===== config.mk =====
export PLATFORM = sky130hd
export DESIGN_NAME = nrvb_ser
export DESIGN_NICKNAME = d
export VERILOG_FILES = /design/src/sv/nrvb_pkg.sv /design/src/sv/nrvb_ser.sv
export SDC_FILE = /design/constraint.sdc
export NUM_CORES = 1
export LEC_CHECK = 0
export BUFFER_PORTS_ARGS = -buffer_cell sky130_fd_sc_hd__buf_2
export CORE_ASPECT_RATIO = 0.8
export CORE_MARGIN = 4
export CORE_UTILIZATION = 49
export CTS_CLUSTER_DIAMETER = 40
export DETAILED_ROUTE_END_ITERATION = 10
export PLACE_DENSITY = 0.82
export SLEW_MARGIN = 20
export SYNTH_ARGS = -nofsm -noshare
export SYNTH_HDL_FRONTEND = slang
export SYNTH_SLANG_ARGS = --single-unit

===== constraint.sdc =====
create_clock -name aclk -period 7.55 [get_ports aclk]
set_input_delay 0.755 -clock aclk [delete_from_list [all_inputs] [get_ports aclk]]
set_output_delay 0.755 -clock aclk [all_outputs]
set_load 0.01 [all_outputs]

===== src/sv/nrvb_pkg.sv =====
// shared types and constants for the note record to byte stream converter
// no dependencies; imported by nrvb_ser and note_record_to_variable_bytes
package nrvb_pkg;

    localparam int NOTE_CAPACITY_DEF = 4096;

    // record type codes
    localparam logic [7:0] T_ENV1   = 8'd1;
    localparam logic [7:0] T_ENV2   = 8'd2;
    localparam logic [7:0] T_VOL    = 8'd3;
    localparam logic [7:0] T_MVOL   = 8'd4;
    localparam logic [7:0] T_KEYON  = 8'd5;
    localparam logic [7:0] T_KEYOFF = 8'd6;
    localparam logic [7:0] T_WAIT   = 8'd7;
    localparam logic [7:0] T_PDOWN  = 8'd8;
    localparam logic [7:0] T_JUMP   = 8'd9;
    localparam logic [7:0] T_LABEL  = 8'd10;

    // wait header bytes and their range limits
    localparam logic [7:0]  HDR_WAIT8  = 8'hB0;
    localparam logic [7:0]  HDR_WAIT16 = 8'hC0;
    localparam logic [7:0]  HDR_WAIT32 = 8'hD0;
    localparam logic [31:0] LIM_WAIT8  = 32'd256;
    localparam logic [31:0] LIM_WAIT16 = 32'd65536;

    // one record ready for byte serialization
    typedef struct packed {
        logic [7:0]  hdr;
        logic [31:0] payload;
        logic [2:0]  nbytes;
        logic [31:0] start_time;
        logic [31:0] loop_time;
        logic        err;
    } nrvb_rec_t;

endpackage


===== src/sv/nrvb_ser.sv =====
// byte serializer: takes one encoded record, sends a byte per m_tready cycle
// depends on nrvb_pkg (nrvb_rec_t)
module nrvb_ser (
    input  logic                aclk,
    input  logic                aresetn,
    input  logic                load_valid,
    output logic                load_ready,
    input  nrvb_pkg::nrvb_rec_t load_rec,
    output logic                m_tvalid,
    input  logic                m_tready,
    output logic [71:0]         m_tdata,
    output logic                m_tlast,
    output logic [0:0]          m_tuser
);
    import nrvb_pkg::*;

    nrvb_rec_t   rec_reg;
    logic [2:0]  idx_reg;
    logic        busy_reg;
    logic [2:0]  idx_m1;
    logic [31:0] pay_sh;
    logic [7:0]  cur_byte;
    logic        done;

    assign idx_m1   = idx_reg - 3'd1;
    assign pay_sh   = rec_reg.payload >> {idx_m1, 3'b000};
    assign cur_byte = (idx_reg == 3'd0) ? rec_reg.hdr : pay_sh[7:0];
    assign m_tlast  = (idx_reg == rec_reg.nbytes - 3'd1);
    assign done     = busy_reg && m_tready && m_tlast;

    assign m_tvalid   = busy_reg;
    assign m_tdata    = {rec_reg.loop_time, rec_reg.start_time, cur_byte};
    assign m_tuser    = rec_reg.err;
    assign load_ready = !busy_reg || done;

    always_ff @(posedge aclk) begin
        if (!aresetn) begin
            busy_reg <= 1'b0;
            idx_reg  <= 3'd0;
        end else if (load_valid && load_ready) begin
            busy_reg <= 1'b1;
            idx_reg  <= 3'd0;
            rec_reg  <= load_rec;
        end else if (done) begin
            busy_reg <= 1'b0;
        end else if (busy_reg && m_tready) begin
            idx_reg <= idx_reg + 3'd1;
        end
    end

endmodule


# Word level (Yosys, flattened, before mapping)
# Index checks and enable logic that the tools add are counted.
[classes]
add_sub_neg = 3
n_eq_ne = 1
shift = 1
n_mux = 3
n_bitwise = 2
reduce_logical = 10
[ops]
columns = ["cell", "n"]
rows = [
  ["right shift 32 x 6 -> 8 bit", 1],
  ["2-to-1 mux 8 bit", 1],
  ["subtractor 3 x 1 -> 3 bit (second input constant)", 2],
  ["AND reduction 2 bit", 2],
  ["adder 3 x 1 -> 3 bit (second input constant)", 1],
  ["== test 3 bit", 1],
  ["logical AND 1 bit", 3],
  ["logical NOT 3 bit", 1],
  ["2-to-1 mux 1 bit", 2],
  ["NOT 1 bit", 2],
  ["nonzero test 2 bit", 1],
  ["OR reduction 2 bit", 1],
  ["logical NOT 1 bit", 1],
  ["logical OR 1 bit", 1],
]
[totals]
reg_bits = 112
inputBits = 112
output_inout_bits = 76
wordCells = 28

# Depth between registers and ports, before layout
# Gate-level depths: netlist (run 1).
[depth]
word_depth = 6
ltp_mapped = 7

# Worst setup path before layout (run 1)
# OpenSTA, ideal clock, no wires.
[synth_timing]
kind = "register to register"
start = "register rec_reg[65] in the netlist's numbering"
end = "register rec_reg, in the netlist m_tdata[10], enable pin"
setup_time_ns = 0.480
t_arrival_ns = 3.888
required_time_ns = 7.070
setup_slack_ns = 3.182
stages_incl_launch_ff = 7
cell_sequence = "edfxtp_1 > inv_1 > ha_1 > xor2_1 > a41oi_2 > inv_2 > and3_1"
[synth_via]
elab_chain_cells = 6
[synth_rtl]
columns = ["element", "line", "rtl"]
rows = [
  ["start, declared", "nrvb_ser.sv:17", "nrvb_rec_t rec_reg;"],
  ["start signal, assigned", "nrvb_ser.sv:43", "rec_reg <= load_rec;"],
  ["subtractor 3 x 1 -> 3 bit", "nrvb_ser.sv:28", "assign m_tlast = (idx_reg == rec_reg.nbytes - 3'd1);"],
  ["== test 3 bit", "nrvb_ser.sv:28", ""],
  ["logical AND 1 bit", "nrvb_ser.sv:29", "assign done = busy_reg && m_tready && m_tlast;"],
  ["logical OR 1 bit", "nrvb_ser.sv:34", "assign load_ready = !busy_reg || done;"],
  ["net load_ready", "nrvb_ser.sv:7", "output logic load_ready,"],
  ["logical AND 1 bit", "nrvb_ser.sv:40", "end else if (load_valid && load_ready) begin"],
  ["AND reduction 2 bit (no line)", "n/a", ""],
]
# The timed path passes the listed nets, and every way through them passes these cells.
# A chain may end at the register's enable or synchronous reset.

# Worst setup path after layout (run 1)
[layout_timing]
start = "register idx_reg[0]"
end = "output m_tdata[4]"
[layout_via]
elab_chain_cells = 3
[layout_rtl]
columns = ["element", "line", "rtl"]
rows = [
  ["start, declared", "nrvb_ser.sv:18", "logic [2:0] idx_reg;"],
  ["start signal, assigned", "nrvb_ser.sv:47", "idx_reg <= idx_reg + 3'd1;"],
  ["subtractor 3 x 1 -> 3 bit", "nrvb_ser.sv:25", "assign idx_m1 = idx_reg - 3'd1;"],
  ["net idx_m1[0]", "nrvb_ser.sv:20", "logic [2:0] idx_m1;"],
  ["right shift 32 x 6 -> 8 bit", "nrvb_ser.sv:26", "assign pay_sh = rec_reg.payload >> {idx_m1, 3'b000};"],
  ["2-to-1 mux 8 bit", "nrvb_ser.sv:27", "assign cur_byte = (idx_reg == 3'd0) ? rec_reg.hdr : pay_sh[7:0];"],
  ["end, declared", "nrvb_ser.sv:11", "output logic [71:0] m_tdata,"],
]
# The timed path passes the listed nets, and every way through them passes these cells.

==> results of run 1 <==
## worst max-delay path: cells and delay by family, from the launching register on
family	cells	cell delay [ps]
adders and majority gates	1	550
AOI/OAI and AO/OA	2	400
buffers and inverters	2	350
DFF	1	780
muxes	1	380
## placed cells by master (no fill, tap or decap), drive strengths merged, types with 4 or more instances in the layout
cell type	n
edfxtp	108
inv	10
a21oi	9
dfxtp	4
ha	4
buf	188
a221oi	8
mux4	8
nand2	11
clkbuf	9
## metrics by stage
stage               worst slack [ps]  cell area, sq um  cells
floorplan                       3180              4430    247
global placement                4420              4990    477
detailed placement              4320              4990    477
CTS                             3960              5290    492
global route                    3770              5290    492
finish                          4010              5290    492
## where the power goes
group / leakage, nW / switching (W) / internal (W)
Sequential: 1.03 / 0.00000809 / 0.000711
Clock: 0.144 / 0.000207 / 0.000257
Combinational: 0.967 / 0.0000474 / 0.0000441
## per-layer routing
metal / up-vias / global-route usage / routed length (um)
li1: 1113 / - / -
met3: 12 / 0.0841 / 1120
met4: 4 / 0.0455 / 82
met2: 135 / 0.285 / 4410
met5: - / 0 / 14
met1: 1123 / 0.178 / 2880
## logic make-up after synthesis
kind of cell,after synthesis
compound gates,23
xor+xnor,5
fa+ha+maj,4
buf+inv,77
flops,112
mux,9
simple gates,17
## path summary, 6_finish.rpt
check / startpoint / end / slack [ps] / depth (start not counted)
setup / recovery: idx_reg[0] / m_tdata[4] / 4010 / 6
hold / removal: idx_reg[1] / idx_reg[1] / 570 / 2
setup reg to reg: idx_reg[2] / m_tdata[65] / 4370 / 5
hold reg to reg: idx_reg[1] / idx_reg[1] / 570 / 2
## cell type report
cell class              count  share of cell area
clock buffers               9              0.0426
clock inverters             6              0.0123
flip-flops and latches    112               0.629
repair buffers            188               0.179
inverters                   7             0.00497
multi-input cells          58               0.106
well taps                 112              0.0265
==> results.sh, run 1 <==
export IMPL_grt_overflow_total=0
export IMPL_worst_endpoint_arrival_ps=2780
export IMPL_cts_setup_buffers=0
export IMPL_track_usage=0.165
export IMPL_maxCapViolations=0
export IMPL_timing_hold_ws_ps=570
export IMPL_antenna_found_initial=2
export IMPL_tightestPinTransition_ps=887
export IMPL_num_vias=2387
export IMPL_fp_dieH_um=93
export IMPL_power_leakage_nw=2.14
export IMPL_synth_compound_area_share=0.0410
export IMPL_ys_types=28
export IMPL_synth_cell_area_sq_um=4430
export IMPL_h_tree_depth=3
export IMPL_synth_edf_count=108
export IMPL_ff_latch_area_sq_um=3320
export IMPL_critPathRequiredTime_ps=6800
export IMPL_status="completed"
export IMPL_dieArea_sq_um=10600
export IMPL_synth_common_cells="edfxtp_1, buf_4, nand2_1"
export IMPL_syn_avg_cell_area_sq_um=17.9
export IMPL_crit_path_top_delay_cell="dfxtp_1"
export IMPL_cts_sinks=112
export IMPL_core_sq_um=8630
export IMPL_synth_nets=363
export IMPL_grt_pass1_vias=2581
export IMPL_cts_repair_resized=0
export IMPL_drive_gt1_frac=0.571
export IMPL_tns_ps=0
export IMPL_synthSimpleGateAreaFrac=0.0158
export IMPL_holdBufCountCts=0
export IMPL_worstSetupPathType="reg2out"
export IMPL_ys_seq_area_frac=0.751
export IMPL_synth_top_area_share=0.733
export IMPL_drc=0
export IMPL_postLayoutCoreUtil=0.612
export IMPL_synthCells=247
export IMPL_n_fill_cell=650
export IMPL_synthArstFlopShare=0
export IMPL_die_w_um=114
export IMPL_yosysMostFrequentCell="edfxtp_1"
export IMPL_routed_wl_mm=8.50
export IMPL_grt_max_degree=74
export IMPL_placementRows=30
export IMPL_peakVddDrop_mv=0.204
export IMPL_hold_class="reg2reg"
export IMPL_finalCritPeriodShare=0.469
export IMPL_finalPower_w=0.00127
export IMPL_clk_pin_slew_ps=70
export IMPL_start_util=0.513
export IMPL_path_cells="inv_1 > ha_1 > mux4_2 > a221oi_1 > a21oi_1 > buf_2"
export IMPL_synth_xor_area_share=0.0147
export IMPL_avgRoutedWirePerCell_um=17.3
export IMPL_cts_tree="done"
export IMPL_endpoint_kind="output port"
export IMPL_start_kind="flop"
export IMPL_synth_ff_type="edfxtp_1"
export IMPL_critical_path_max_fanout=12
export IMPL_critPathMaxStageDelay_ps=780
export IMPL_firstDrtPassIters=4
export IMPL_finalHoldViolations=0
export IMPL_insertion_delay_ps=330
export IMPL_portBuffers=187
export IMPL_synth_area_mux_share=0.0430
export IMPL_grt_pass1_wl_mm=13.0
export IMPL_io_pins=188
export IMPL_cts_made_buffers=9
export IMPL_diodes=0
export IMPL_synthTopCellsByArea="edfxtp_1, buf_4, mux4_2"
export IMPL_synthAdderAreaFrac=0.0113
export IMPL_routed_via_density=4.85
export IMPL_dp_hpwl_mm=6.53
export IMPL_slew_violations=0
export IMPL_synth_top_family_by_area="buffers and inverters"
export IMPL_largest_reg_flops=64
export IMPL_min_period_ps=3540
export IMPL_fmax_mhz=283
export IMPL_slew_headroom=0.409
export IMPL_clockRootBuffer="clkbuf_16"
export IMPL_p_per_area_nw_per_um2=241
export IMPL_synth_top_area_cell="edfxtp_1"
export IMPL_synth_warnings=0
export IMPL_multi_input_area_sq_um=562
export IMPL_setup_viol=0
export IMPL_ys_ff_latch=112
export IMPL_drt_initial_drc_count=83
export IMPL_gp_congestion=0.758
export IMPL_rsz0062_at_grt="no"
export IMPL_clk_path_buf_depth=2
export IMPL_synthToLayoutAreaGrowth_pct=19.4
export IMPL_final_nets=492
export IMPL_ant_nets=0
export IMPL_clock_skew_ps=10.8
No activity file was read; power rests on OpenSTA's default activity.
==> run 2: changes to the inputs <==
ABC_AREA = 1   (was not set)
CORE_UTILIZATION = 43   (was 49)
PLACE_DENSITY = 0.76   (was 0.82)
clock period = 3.2 ns   (was 7.55 ns; I/O delays follow)
==> run 2 against run 1 <==
  * Area after synthesis rose by 0.57%
  * Clock skew decreased by 4.9 ps
  * Critical path depth is 2 higher
  * First-iteration DRC count rose by 100%
  * Worst setup slack lost 3300 ps
  * Global-route usage fell by 0.98 points
  * Core utilization decreased by 6.6 points
  * Design area up 1.7%
  * Sequential share of layout area fell by 1.1 points
  * Wire length increased by 6.8%
  * Sequential cell count is the same
  * Critical path type unchanged
  * Critical endpoint is now m_tdata[3]
==> results.sh, run 2 <==
export IMPL_clock_skew_ps=5.90
export IMPL_ys_ff_latch=112
export IMPL_path_cells="inv_4 > ha_1 > inv_1 > o21ai_0 > o22ai_1 > inv_1 > o21ai_1 > buf_2"
export IMPL_r2r_cells=11
export IMPL_critPathTopFamily="buffers and inverters"
export IMPL_peakVddDrop_mv=0.329
export IMPL_n_fill_cell=846
export IMPL_critPathMostFrequentCell="inv_1"
export IMPL_clk_path_buf_depth=2
export IMPL_num_vias=2615
export IMPL_routed_wl_mm=9.08
export IMPL_finalCritPeriodShare=0.768
export IMPL_drt_initial_drc_count=168
export IMPL_firstDrtPassIters=4
export IMPL_maxCapViolations=0
export IMPL_grt_overflow_total=0
export IMPL_start_kind="flop"
export IMPL_synth_top_area_share=0.729
export IMPL_critPathMaxStageDelay_ps=430
export IMPL_synthCells=303
export IMPL_synthTopCellsByArea="edfxtp_1, buf_4, inv_1"
export IMPL_routed_via_density=4.56
export IMPL_largest_reg_flops=64
export IMPL_drive_gt1_frac=0.506
export IMPL_start_util=0.452
export IMPL_crit_cells=8
export IMPL_die_w_um=122
export IMPL_avgRoutedWirePerCell_um=15.8
export IMPL_diodes=0
export IMPL_holdBufCountCts=0
export IMPL_worstSetupPathType="reg2out"
export IMPL_crit_path_top_delay_cell="ha_1"
export IMPL_cts_made_buffers=9
export IMPL_cts_setup_buffers=0
export IMPL_synth_cell_area_sq_um=4450
export IMPL_min_period_ps=2460
export IMPL_synth_nets=419
export IMPL_p_per_area_nw_per_um2=548
export IMPL_syn_avg_cell_area_sq_um=14.7
export IMPL_antenna_found_initial=3
export IMPL_track_usage=0.155
export IMPL_setup_viol=0
export IMPL_cts_tree="done"
export IMPL_worst_endpoint_arrival_ps=2140
export IMPL_ys_seq_area_frac=0.747
export IMPL_clockRootBuffer="clkbuf_16"
export IMPL_synth_ff_type="edfxtp_1"
export IMPL_timing_hold_ws_ps=149
export IMPL_final_nets=549
export IMPL_synth_top_area_cell="edfxtp_1"
export IMPL_slew_violations=0
export IMPL_rsz0062_at_grt="no"
export IMPL_critPathRequiredTime_ps=2880
export IMPL_final_common_cell="buf_2"
export IMPL_dp_slack_ps=936
export IMPL_grt_pass1_vias=2739
export IMPL_h_tree_depth=3
export IMPL_core_sq_um=9850
export IMPL_placementRows=32
export IMPL_synth_warnings=0
export IMPL_synthToLayoutAreaGrowth_pct=20.8
export IMPL_power_leakage_nw=2.26
export IMPL_cts_sinks=112
export IMPL_synth_common_cells="edfxtp_1, buf_4, inv_1"
export IMPL_postLayoutCoreUtil=0.546
export IMPL_insertion_delay_ps=340
export IMPL_cts_repair_resized=0
export IMPL_critical_path_max_fanout=20
export IMPL_fmax_mhz=407
export IMPL_synthArstFlopShare=0
export IMPL_io_pins=188
export IMPL_timing_critical_path_buf_inv=4
export IMPL_fin_ws_ps=742
export IMPL_hold_depth=1
export IMPL_slew_headroom=0.598
export IMPL_drc=0
export IMPL_hold_class="in2reg"
export IMPL_grt_max_degree=109
export IMPL_dieArea_sq_um=12100
export IMPL_ant_nets=0
export IMPL_yosysMostFrequentCell="edfxtp_1"
export IMPL_ys_types=22
export IMPL_clk_pin_slew_ps=70
export IMPL_portBuffers=187
export IMPL_endpoint_kind="output port"
export IMPL_dp_hpwl_mm=6.83
export IMPL_gp_congestion=0.728
export IMPL_status="completed"
export IMPL_synth_edf_count=108
export IMPL_tightestPinTransition_ps=603
export IMPL_grt_pass1_wl_mm=14.0
export IMPL_fp_dieH_um=99.0
export IMPL_finalHoldViolations=0
export IMPL_final_cell_mix="buf_2, edfxtp_1, inv_1, nor2_1, o21ai_0"
## run 2: logic make-up after synthesis
kind of cell | Yosys count | synth area share
compound gates | 35 | 0.0425
xor+xnor | 1 | 0.00197
fa+ha+maj | 4 | 0.0112
buf+inv | 94 | 0.137
flops | 112 | 0.747
simple gates | 57 | 0.0607
## run 2: worst paths after layout
kind          startpoint          end  slack (ps)
max           idx_reg[0]   m_tdata[3]         740
min          load_rec[0]      m_tuser         150
max reg2reg  rec_reg[65]  m_tdata[22]         910
min reg2reg     m_tvalid     m_tvalid         530
## run 2: final cells by class
type | instances | area [sq um] | area share
clock buffers | 9 | 225 | 0.0419
clock inverters | 6 | 52.6 | 0.00978
inverters | 24 | 92.6 | 0.0172
multi-input cells | 97 | 548 | 0.102
flip-flops and latches | 112 | 3320 | 0.618
well taps | 136 | 170 | 0.0317
repair buffers | 189 | 963 | 0.179
## run 2: layer usage
metal | wire length, um | vias to the layer above | track usage | share of wire
met2 | 4420 | 147 | 0.253 | 0.49
met3 | 1360 | 21 | 0.0935 | 0.15
met1 | 3110 | 1189 | 0.166 | 0.34
met5 | 40 | - | 0 | 0.0044
met4 | 149 | 6 | 0.0543 | 0.016
li1 | - | 1252 | - | -
## run 2: metrics by stage
| stage | setup TNS (ps) | instance area [sq um] | total power (W) | instances |
|---|---|---|---|---|
| 2_1_floorplan | -3730 | 4480 | 0.00186 | 303 |
| 3_3_place_gp | 0 | 5100 | 0.00194 | 558 |
| 3_5_place_dp | 0 | 5100 | 0.00195 | 558 |
| 4_1_cts | 0 | 5380 | 0.00299 | 573 |
| 5_1_grt | 0 | 5380 | 0.00309 | 573 |
| 6_report | 0 | 5380 | 0.00295 | 573 |
## run 2: where the power goes
part	internal, W	switching, W	total (W)	leakage (nW)
sequential	0.00168	0.0000159	0.00169	1.03
clock	0.000537	0.000499	0.00104	0.136
combinational	0.0000972	0.000121	0.000218	1.09
total	0.00231	0.000636	0.00295	2.26
==> run 3: changes to the inputs <==
CORE_UTILIZATION = 48   (was 43)
PLACE_DENSITY = 0.8   (was 0.76)
clock period = 2.49 ns   (was 3.2 ns; I/O delays follow)
==> run 3 against run 2 <==
  * Cell count decreased by 3.5%
  * Critical path depth unchanged
  * Global-route usage increased by 0.92 points
  * Clock power increased by 37%
  * Critical endpoint unchanged
  * Largest power group unchanged
==> results.sh, run 3 (synthesis gave the netlist of run 2 again) <==
export IMPL_status="completed"
export IMPL_multi_input_area_sq_um=548
export IMPL_timing_hold_ws_ps=77.7
export IMPL_ff_latch_area_sq_um=3320
export IMPL_clk_path_buf_depth=2
export IMPL_drc=0
export IMPL_avgRoutedWirePerCell_um=16.0
export IMPL_grt_max_degree=57
export IMPL_gp_congestion=0.801
export IMPL_slew_violations=0
export IMPL_maxCapViolations=0
export IMPL_fp_dieH_um=94.1
export IMPL_fmax_mhz=431
export IMPL_power_leakage_nw=2.28
export IMPL_fin_ws_ps=167
export IMPL_routed_wl_mm=8.83
export IMPL_critPathRequiredTime_ps=2240
export IMPL_setup_viol=0
export IMPL_dp_hpwl_mm=6.76
export IMPL_start_util=0.492
export IMPL_critPathMaxStageDelay_ps=450
export IMPL_dp_slack_ps=422
export IMPL_tightestPinTransition_ps=421
export IMPL_dieArea_sq_um=10900
export IMPL_grt_pass1_vias=2556
export IMPL_cts_setup_buffers=0
export IMPL_clock_skew_ps=8.20
export IMPL_routed_via_density=4.68
export IMPL_final_nets=550
export IMPL_hold_class="in2reg"
export IMPL_track_usage=0.164
export IMPL_start_kind="flop"
export IMPL_endpoint_kind="output port"
export IMPL_io_pins=188
export IMPL_portBuffers=187
export IMPL_drive_gt1_frac=0.509
export IMPL_slew_headroom=0.719
export IMPL_holdBufCountCts=0
export IMPL_num_vias=2588
export IMPL_crit_path_top_delay_cell="ha_1"
export IMPL_core_sq_um=9040
export IMPL_drt_initial_drc_count=147
export IMPL_worstSetupPathType="reg2out"
export IMPL_finalCritPeriodShare=0.933
export IMPL_rsz0062_at_grt="no"
export IMPL_finalHoldViolations=0
export IMPL_antenna_found_initial=0
export IMPL_firstDrtPassIters=4
export IMPL_path_cells="inv_4 > ha_1 > inv_2 > o21ai_0 > o22ai_1 > inv_1 > o21ai_1 > buf_2"
export IMPL_peakVddDrop_mv=0.512
export IMPL_die_w_um=116
export IMPL_n_fill_cell=702
export IMPL_placed_area_sq_um=5090
export IMPL_grt_pass1_wl_mm=13.1
export IMPL_h_tree_depth=3
export IMPL_ant_nets=0
export IMPL_largest_reg_flops=64
export IMPL_synthToLayoutAreaGrowth_pct=21.1
export IMPL_cts_tree="done"
export IMPL_cts_made_buffers=9
export IMPL_final_common_cell="buf_2"
export IMPL_min_period_ps=2320
export IMPL_final_cell_mix="buf_2, edfxtp_1, inv_1, nor2_1, o21ai_0"
export IMPL_placementRows=31
export IMPL_diodes=0
export IMPL_insertion_delay_ps=340
export IMPL_worst_endpoint_arrival_ps=2070
export IMPL_clockRootBuffer="clkbuf_16"
export IMPL_final_area_sq_um=5390
export IMPL_clk_pin_slew_ps=70
export IMPL_p_per_area_nw_per_um2=721
export IMPL_cts_sinks=112
export IMPL_grt_overflow_total=0
export IMPL_critical_path_max_fanout=20
## run 3: cell count changes in the layout (fill, tap and decap cells not counted), sizes merged
cell / previous run / this run
buf: 189 / 190
bufinv: 0 / 1
clkinv: 2 / 0
inv: 27 / 28
## run 3: routing by layer
metal | share of wire | wire [um] | GRT usage | vias up
li1 | - | - | - | 1252
met1 | 0.36 | 3220 | 0.189 | 1189
met2 | 0.50 | 4390 | 0.275 | 138
met3 | 0.13 | 1110 | 0.0766 | 9
met4 | 0.012 | 104 | 0.0464 | 0
met5 | 0 | 0 | 0 | -
## run 3: repair_timing
item | 4_1_cts | 5_1_grt
endpoints found under the setup margin | 0 | 6
resized for setup | 0 | 1
endpoints found under the hold margin | 0 | 0
## run 3: worst paths after layout
kind	startpoint	to	slack, ps	cells after the start
worst min register to register	m_tvalid	m_tvalid	560	2
worst max register to register	rec_reg[65]	m_tdata[69]	390	11
worst min-delay path	load_rec[41]	m_tdata[16]	80	1
worst max-delay path	idx_reg[0]	m_tdata[3]	170	8
## run 3: cell type report
cell class | instances | share of cell area
clock buffer | 9 | 0.0418
tap | 115 | 0.0267
multi-input combinational | 97 | 0.102
timing repair buffer | 190 | 0.182
clock inverter | 6 | 0.0139
sequential | 112 | 0.616
inverter | 24 | 0.0172
## run 3: per-stage QoR
stage	TNS, ps	total power (W)	std cells	util
after global routing	0	0.00406	553	0.597
after floorplan	-80410	0.00239	303	-
after detailed placement	0	0.00251	538	0.563
after global placement	0	0.00250	538	0.563
after CTS	0	0.00392	553	0.597
final	0	0.00389	553	0.597
## run 3: critical path, delay by kind of cell, from the launching register on
| family | cells | cell delay (ps) |
|---|---|---|
| AO/OA/AOI/OAI | 3 | 400 |
| adder cells (fa/ha/maj) | 1 | 450 |
| buffers and inverters | 4 | 510 |
| flip-flops | 1 | 380 |
## run 3: power breakdown
part	internal (W)	switching, W	leakage (nW)
logic	0.000129	0.000160	1.10
clock network	0.000792	0.000633	0.145
registers	0.00215	0.0000206	1.03
total	0.00307	0.000813	2.28
